## config.mk

```make
export PLATFORM = sky130hd
export DESIGN_NAME = timestamp_coincidence_builder_top
export DESIGN_NICKNAME = d
export VERILOG_FILES = /design/src/rtl/core/tcb_pkg.sv /design/src/rtl/core/timestamp_coincidence_builder_top.sv /design/src/rtl/core/tcb_cell.sv
export SDC_FILE = /design/constraint.sdc
export NUM_CORES = 2
export LEC_CHECK = 0
export BUFFER_PORTS_ARGS = -buffer_cell sky130_fd_sc_hd__buf_2
export CAP_MARGIN = 20
export CORE_UTILIZATION = 69
export DETAILED_ROUTE_END_ITERATION = 12
export PLACE_DENSITY = 0.87
export SYNTH_ARGS = -nofsm -noshare
export SYNTH_HDL_FRONTEND = slang
export SYNTH_SLANG_ARGS = --single-unit
```

## constraint.sdc

```tcl
create_clock -name clk -period 25 [get_ports clk]
set_input_delay 1.25 -clock clk [delete_from_list [all_inputs] [get_ports clk]]
set_output_delay 1.25 -clock clk [all_outputs]
set_load 0.005 [all_outputs]
```

## src/rtl/core/tcb_pkg.sv

```systemverilog
package tcb_pkg;

  localparam int TS_W       = 48;
  localparam int E_W        = 16;
  localparam int CH_W       = 4;
  localparam int IDX_W      = 4;
  localparam int WIN_W      = TS_W + 2;
  localparam int IN_DATA_W  = 88;
  localparam int OUT_DATA_W = 104;
  localparam int ADDR_W     = 3;
  localparam int APB_W      = 32;

  localparam logic [CH_W-1:0] CH_DET0 = 4'd0;
  localparam logic [CH_W-1:0] CH_DET1 = 4'd1;
  localparam logic [CH_W-1:0] CH_TAC  = 4'd2;

  localparam logic REG_HALF_WIDTH = 1'b0;
  localparam logic REG_OFFSET     = 1'b1;

  localparam logic [E_W-1:0] HALF_WIDTH_RST = 16'd50;
  localparam logic [E_W-1:0] OFFSET_RST     = 16'hFED4;

  typedef struct packed {
    logic            ch;
    logic [TS_W-1:0] time_v;
    logic [E_W-1:0]  energy;
    logic [E_W-1:0]  short_energy;
    logic            match;
  } hit_t;

  typedef struct packed {
    logic load;
    logic take;
    logic calc;
  } cell_ctl_t;

endpackage

```

## src/rtl/core/timestamp_coincidence_builder_top.sv

```systemverilog
// Coincidence event builder for timestamped detector hits.
// Hit requests arrive on the in_ stream: channels 0 and 1 are detector hits,
// channel 2 is the TAC, all other channels are accepted and ignored.
// Detector hits are held in a row of DEPTH cells, oldest first; a full row
// drops its oldest hit and raises the dropped flag in out_tuser.
// A detector hit is stored and the block is ready again at once.
// A TAC hit is latched, the window is formed from it, every cell compares its
// hit in parallel, and both channels are checked; with no coincidence the
// block is then ready again. A TAC hit that forms a coincidence goes on to
// rotate the row past its output end, one cell a cycle while no result is
// stalled, and a result is sent for each matched hit as it reaches that end.
// While a result is pending and out_tready is low, the rotation waits on
// each matched hit; results are never lost, and in_tready stays low until the
// rotation has finished. Configuration is written through the cfg_ port.
// Reset clears the fill count, the flags and the pending result; it loads
// half width 50 and offset -300.
module timestamp_coincidence_builder_top #(
  parameter int DEPTH = 16
) (
  input  logic                               clk,
  input  logic                               rst_n,
  input  logic                               in_tvalid,
  output logic                               in_tready,
  // channel[3:0], timestamp[51:4], energy[67:52], short_energy[83:68]
  input  logic [tcb_pkg::IN_DATA_W-1:0]      in_tdata,
  output logic                               out_tvalid,
  input  logic                               out_tready,
  // tac_energy[15:0], hit_channel[16], hit_time[64:17], hit_energy[80:65],
  // hit_short_energy[96:81], hit_index[100:97]
  output logic [tcb_pkg::OUT_DATA_W-1:0]     out_tdata,
  output logic                               out_tlast,
  // hits_dropped[0]
  output logic                               out_tuser,
  input  logic                               cfg_psel,
  input  logic                               cfg_penable,
  input  logic                               cfg_pwrite,
  input  logic [tcb_pkg::ADDR_W-1:0]         cfg_paddr,
  input  logic [tcb_pkg::APB_W-1:0]          cfg_pwdata,
  output logic [tcb_pkg::APB_W-1:0]          cfg_prdata,
  output logic                               cfg_pready
);
  import tcb_pkg::*;

  localparam int CW = $clog2(DEPTH + 1);
  localparam int RW = $clog2(DEPTH);

  localparam logic [2:0] S_IDLE   = 3'd0;
  localparam logic [2:0] S_WIN    = 3'd1;
  localparam logic [2:0] S_CALC   = 3'd2;
  localparam logic [2:0] S_DECIDE = 3'd3;
  localparam logic [2:0] S_EMIT   = 3'd4;

  logic [2:0]              state_r, state_nxt;
  logic [CW-1:0]           count_r, count_nxt;
  logic                    tac_seen_r, tac_seen_nxt;
  logic                    ovf_r, ovf_nxt;
  logic [E_W-1:0]          hw_r, off_r;
  logic signed [WIN_W-1:0] ref_r, lo_r, hi_r;
  logic [E_W-1:0]          tac_e_r;
  logic [RW-1:0]           rot_r, rot_nxt;
  logic [IDX_W-1:0]        idx_r, idx_nxt;
  logic                    out_valid_r, out_valid_nxt;
  logic [OUT_DATA_W-1:0]   out_data_r;
  logic                    out_last_r, out_user_r;

  logic [CH_W-1:0]  in_ch;
  logic [TS_W-1:0]  in_ts;
  logic [E_W-1:0]   in_e, in_es;
  logic             accept, is_det, is_tac, store, full;
  hit_t             new_hit, head, wrap_hit;
  hit_t             cell_q [DEPTH];
  cell_ctl_t        ctl [DEPTH];
  logic             seen0, seen1, more_match;
  logic             out_free, step, emit;
  logic             cfg_wr;

  assign in_ch = in_tdata[3:0];
  assign in_ts = in_tdata[51:4];
  assign in_e  = in_tdata[67:52];
  assign in_es = in_tdata[83:68];

  assign in_tready = (state_r == S_IDLE);
  assign accept    = in_tvalid && in_tready;
  assign is_det    = (in_ch == CH_DET0) || (in_ch == CH_DET1);
  assign is_tac    = (in_ch == CH_TAC);
  assign store     = accept && is_det;
  assign full      = !tac_seen_r && (count_r == CW'(DEPTH));

  always_comb begin
    new_hit              = '0;
    new_hit.ch           = in_ch[0];
    new_hit.time_v       = in_ts;
    new_hit.energy       = in_e;
    new_hit.short_energy = in_es;
  end

  assign head = cell_q[0];

  always_comb begin
    wrap_hit       = head;
    wrap_hit.match = 1'b0;
  end

  assign out_free = !out_valid_r || out_tready;
  assign step     = (state_r == S_EMIT) && (!head.match || out_free);
  assign emit     = (state_r == S_EMIT) && head.match && out_free;

  always_comb begin
    for (int i = 0; i < DEPTH; i++) begin
      ctl[i].calc = (state_r == S_CALC);
      ctl[i].take = step || (store && full && (i < DEPTH - 1));
      if (full) begin
        ctl[i].load = store && (i == DEPTH - 1);
      end else if (tac_seen_r) begin
        ctl[i].load = store && (i == 0);
      end else begin
        ctl[i].load = store && (count_r == CW'(i));
      end
    end
  end

  for (genvar g = 0; g < DEPTH; g++) begin : g_cell
    hit_t nbr;
    if (g == DEPTH - 1) begin : g_top
      assign nbr = wrap_hit;
    end else begin : g_mid
      assign nbr = cell_q[g + 1];
    end
    tcb_cell u_cell (
      .clk     (clk),
      .ctl     (ctl[g]),
      .valid   (CW'(g) < count_r),
      .new_hit (new_hit),
      .nbr_hit (nbr),
      .win_lo  (lo_r),
      .win_hi  (hi_r),
      .hit_q   (cell_q[g])
    );
  end

  always_comb begin
    seen0      = 1'b0;
    seen1      = 1'b0;
    more_match = 1'b0;
    for (int i = 0; i < DEPTH; i++) begin
      seen0 = seen0 | (cell_q[i].match & !cell_q[i].ch);
      seen1 = seen1 | (cell_q[i].match & cell_q[i].ch);
      if (i > 0) begin
        more_match = more_match | cell_q[i].match;
      end
    end
  end

  always_comb begin
    state_nxt    = state_r;
    count_nxt    = count_r;
    tac_seen_nxt = tac_seen_r;
    ovf_nxt      = ovf_r;
    rot_nxt      = rot_r;
    idx_nxt      = idx_r;
    unique case (state_r)
      S_IDLE: begin
        if (store) begin
          tac_seen_nxt = 1'b0;
          if (tac_seen_r) begin
            count_nxt = CW'(1);
            ovf_nxt   = 1'b0;
          end else if (full) begin
            ovf_nxt = 1'b1;
          end else begin
            count_nxt = count_r + CW'(1);
          end
        end else if (accept && is_tac) begin
          tac_seen_nxt = 1'b1;
          state_nxt    = S_WIN;
        end
      end
      S_WIN:  state_nxt = S_CALC;
      S_CALC: state_nxt = S_DECIDE;
      S_DECIDE: begin
        rot_nxt   = '0;
        idx_nxt   = '0;
        state_nxt = (seen0 && seen1) ? S_EMIT : S_IDLE;
      end
      S_EMIT: begin
        if (step) begin
          rot_nxt = rot_r + RW'(1);
          if (rot_r == RW'(DEPTH - 1)) begin
            state_nxt = S_IDLE;
          end
        end
        if (emit) begin
          idx_nxt = idx_r + IDX_W'(1);
        end
      end
      default: state_nxt = S_IDLE;
    endcase
  end

  always_comb begin
    out_valid_nxt = out_valid_r;
    if (emit) begin
      out_valid_nxt = 1'b1;
    end else if (out_tready) begin
      out_valid_nxt = 1'b0;
    end
  end

  always_ff @(posedge clk) begin
    if (!rst_n) begin
      state_r     <= S_IDLE;
      count_r     <= '0;
      tac_seen_r  <= 1'b0;
      ovf_r       <= 1'b0;
      rot_r       <= '0;
      idx_r       <= '0;
      out_valid_r <= 1'b0;
    end else begin
      state_r     <= state_nxt;
      count_r     <= count_nxt;
      tac_seen_r  <= tac_seen_nxt;
      ovf_r       <= ovf_nxt;
      rot_r       <= rot_nxt;
      idx_r       <= idx_nxt;
      out_valid_r <= out_valid_nxt;
    end
  end

  always_ff @(posedge clk) begin
    if (accept && is_tac) begin
      ref_r   <= $signed({2'b00, in_ts}) + $signed({{(WIN_W-E_W){off_r[E_W-1]}}, off_r});
      tac_e_r <= in_e;
    end
    if (state_r == S_WIN) begin
      lo_r <= ref_r - $signed({{(WIN_W-E_W){1'b0}}, hw_r});
      hi_r <= ref_r + $signed({{(WIN_W-E_W){1'b0}}, hw_r});
    end
    if (emit) begin
      out_data_r <= {3'b000, idx_r, head.short_energy, head.energy, head.time_v,
                     head.ch, tac_e_r};
      out_last_r <= !more_match;
      out_user_r <= ovf_r;
    end
  end

  assign out_tvalid = out_valid_r;
  assign out_tdata  = out_data_r;
  assign out_tlast  = out_last_r;
  assign out_tuser  = out_user_r;

  assign cfg_pready = 1'b1;
  assign cfg_wr     = cfg_psel && cfg_penable && cfg_pwrite && cfg_pready;

  always_ff @(posedge clk) begin
    if (!rst_n) begin
      hw_r  <= HALF_WIDTH_RST;
      off_r <= OFFSET_RST;
    end else if (cfg_wr) begin
      unique case (cfg_paddr[2])
        REG_HALF_WIDTH: hw_r  <= cfg_pwdata[E_W-1:0];
        REG_OFFSET:     off_r <= cfg_pwdata[E_W-1:0];
        default:        ;
      endcase
    end
  end

  always_comb begin
    unique case (cfg_paddr[2])
      REG_HALF_WIDTH: cfg_prdata = {{(APB_W-E_W){1'b0}}, hw_r};
      REG_OFFSET:     cfg_prdata = {{(APB_W-E_W){1'b0}}, off_r};
      default:        cfg_prdata = '0;
    endcase
  end

endmodule

```

## src/rtl/core/tcb_cell.sv

```systemverilog
module tcb_cell (
  input  logic                              clk,
  input  tcb_pkg::cell_ctl_t                ctl,
  input  logic                              valid,
  input  tcb_pkg::hit_t                     new_hit,
  input  tcb_pkg::hit_t                     nbr_hit,
  input  logic signed [tcb_pkg::WIN_W-1:0]  win_lo,
  input  logic signed [tcb_pkg::WIN_W-1:0]  win_hi,
  output tcb_pkg::hit_t                     hit_q
);
  import tcb_pkg::*;

  hit_t               hit_r;
  logic signed [WIN_W-1:0] t_s;
  logic               in_win;

  assign t_s    = $signed({2'b00, hit_r.time_v});
  assign in_win = valid && (t_s > win_lo) && (t_s < win_hi);
  assign hit_q  = hit_r;

  always_ff @(posedge clk) begin
    if (ctl.load) begin
      hit_r <= new_hit;
    end else if (ctl.take) begin
      hit_r <= nbr_hit;
    end else if (ctl.calc) begin
      hit_r.match <= in_win;
    end
  end

endmodule

```

==> impl_metrics.json <==
{
  "critPathKind": "flip-flop to flip-flop",
  "synthMuxAreaShare": 0.102,
  "vias_per_cell": 7.26,
  "ys_seq_area_frac": 0.462,
  "syn_area_um2": 105000,
  "ios": 271,
  "synth_top_area_cell": "edfxtp_1",
  "cts_resized": 0,
  "num-nets-final": 11000,
  "cts.clk_slew.worst_paths_ns": 0.07,
  "synth_top_family_by_area": "adder cells",
  "yosysWarnings": 0,
  "clock_path_buffers": 3,
  "post_synth.cell_area_avg_um2": 11.6,
  "first_global_vias": 80500,
  "dp_slack_ns": 18.58,
  "synth_area_leaders": "edfxtp_1 45%, ha_1 19%, mux2_2 10%",
  "vdd_drop_max_v": 0.0000711,
  "hold_path.class": "flip-flop to flip-flop",
  "drive_above_1_share": 0.178,
  "wl_per_cell_um": 33.7,
  "synth-main-ff-cell": "edfxtp_1",
  "worst_pin_slew_ns": 1.26,
  "synthSimpleGateAreaFrac": 0.108,
  "cts.hold.buffers_added": 0,
  "period_share": 0.246,
  "worst_skew_pair.late_latency_ns": 0.89,
  "power_density_nw_per_um2": 52.0,
  "cp_max_fo": 47,
  "grt_pass1_wl_mm": 545,
  "grt_max_degree": 66,
  "numCtsBuffers": 176,
  "grt_util_all_layers": 0.496,
  "syn_inst": 9034,
  "final_cell_mix": "1606 x ha_1, 1564 x edfxtp_1, 1260 x nand2_1",
  "hold_ws_ns": 0.420,
  "route.vias.total": 83100,
  "synth_top_area_frac": 0.449,
  "skew_ns": 0.0877,
  "htreeDepth": 4,
  "routabilityCongestion": 1.03,
  "synth-compound-area-share": 0.101,
  "hpwl_mm": 259,
  "critPathRequiredTime_ns": 25.44,
  "maxSlewViolCount": 0,
  "mostFrequentLayoutCell": "ha_1",
  "area_growth_pct": 9.44,
  "max_slew_margin": 0.151,
  "die_h_um": 391,
  "dpl.cell_count": 11100,
  "dr.pass1.iters": 10,
  "coreArea_um2": 150000,
  "clock_sink_count": 1631,
  "ys_seq_elements": 1631,
  "setup_tns_ns": 0,
  "setup-violations-final": 0,
  "start_kind": "flip-flop",
  "fp-row-count": 142,
  "min_period_ns": 6.15,
  "antenna_found_initial": 41,
  "clockRootBuffer": "clkbuf_16",
  "fillers": 9315,
  "ant_nets": 0,
  "final-hold-violation-count": 0,
  "crit_arrival_ns": 6.59,
  "grt_setup_unrepaired": "no",
  "cts_setup_buffers": 0,
  "synth_adder_area_share": 0.193,
  "finish.utilization": 0.762,
  "cts_tree": "done",
  "die_x_um": 391,
  "async_reset_ff_frac": 0,
  "die-area_um2": 153000,
  "end_kind": "flip-flop",
  "final_cells": 11500,
  "synth_xor_area_frac": 0.0121,
  "port_buffers": 228,
  "static-leakage-power_nw": 47.4,
  "initial_core_util": 0.697,
  "setup_slack_ns": 18.85,
  "outcome": "complete, no violations",
  "synth_edf_count": 1564,
  "max_freq_ghz": 0.163,
  "grt-ovfl-total": 0,
  "yosysUniqueCellTypes": 80,
  "wl_mm": 386,
  "drcViolationCount": 0,
  "maxCapViolCount": 0,
  "drt-initial-drc-count": 11900
}
## logic make-up after synthesis
group / after synthesis
xor gates and xnor gates: 145
DFF: 1631
buffers and inverters: 579
adders and majority gates: 1609
muxes: 952
AOI/OAI and AO/OA: 1664
other: 2
and+or+nand+nor: 2452
## per-stage QoR
stage / power, mW / cell area (um2)
after global routing: 6.04 / 114000
after global placement: 3.31 / 108000
after floorplan: 3.20 / 105000
final: 5.96 / 114000
after detailed placement: 3.32 / 109000
after CTS: 5.91 / 114000
## worst paths after layout
check,from,slack [ns],cells past startpoint,end
max,state_r[2],18.85,8,g_cell[14].u_cell.hit_q[75]
min,tac_e_r[8],0.42,0,out_tdata[8]
max reg2reg,state_r[2],18.85,8,g_cell[14].u_cell.hit_q[75]
min reg2reg,tac_e_r[8],0.42,0,out_tdata[8]
## cell type report
type / count / area [um2] / area share
Multi-Input combinational cell: 6842 / 54400 / 0.476
Sequential cell: 1631 / 48300 / 0.422
Clock buffer: 218 / 4580 / 0.0400
Tap cell: 2016 / 2520 / 0.0220
Timing Repair Buffer: 399 / 2500 / 0.0218
Clock inverter: 101 / 1210 / 0.0106
Inverter: 229 / 866 / 0.00757
Antenna cell: 16 / 40.0 / 0.000350
## Yosys cell counts, drive strengths merged (38+ instances only)
master,count
a21o,412
xor2,58
dfxtp,67
edfxtp,1564
nor3,105
xnor2,87
buf,62
o211ai,38
nor2b,107
clkbuf,288
a21oi,491
nand2b,50
a211oi,65
nand4,315
nor4,38
ha,1606
o21ai,358
mux2,950
nor2,298
nand2,1277
inv,228
nand3,121
## critical path: stages (launching register included)
cell and delay, ns:
dfxtp_1 0.37, nor3_1 0.96, nand3_1 0.62, or2_2 0.58, nor2_2 0.33, buf_16 0.21, nand3_4 0.71, nand2_4 0.93
buf_4 0.98
## sequential cells by signal, summed over array words and instances, names as in the netlist
name and count:
g_cell.u_cell.hit_q 1312, out_tdata 101, lo_r 50, ref_r 50, hi_r 49, hw_r 16
off_r 16, tac_e_r 16, count_r 5, idx_r 4, rot_r 4, state_r 3
out_tlast 1, out_tuser 1, out_tvalid 1, ovf_r 1, tac_seen_r 1
## per-layer routing
layer | up-vias | routed length, um | global-route usage | part of all wire
met5 | - | 443 | 0 | 0.0011
met4 | 40 | 33500 | 0.364 | 0.087
met3 | 1713 | 57400 | 0.158 | 0.15
met2 | 6988 | 160000 | 0.710 | 0.41
met1 | 39600 | 135000 | 0.631 | 0.35
li1 | 34800 | - | - | -
## power breakdown
group | switching [mW] | internal, mW | total, mW
Clock | 1.22 | 1.46 | 2.68
Combinational | 0.200 | 0.0926 | 0.293
Sequential | 0.0161 | 2.97 | 2.99
Power figures use the tool's default switching activity.
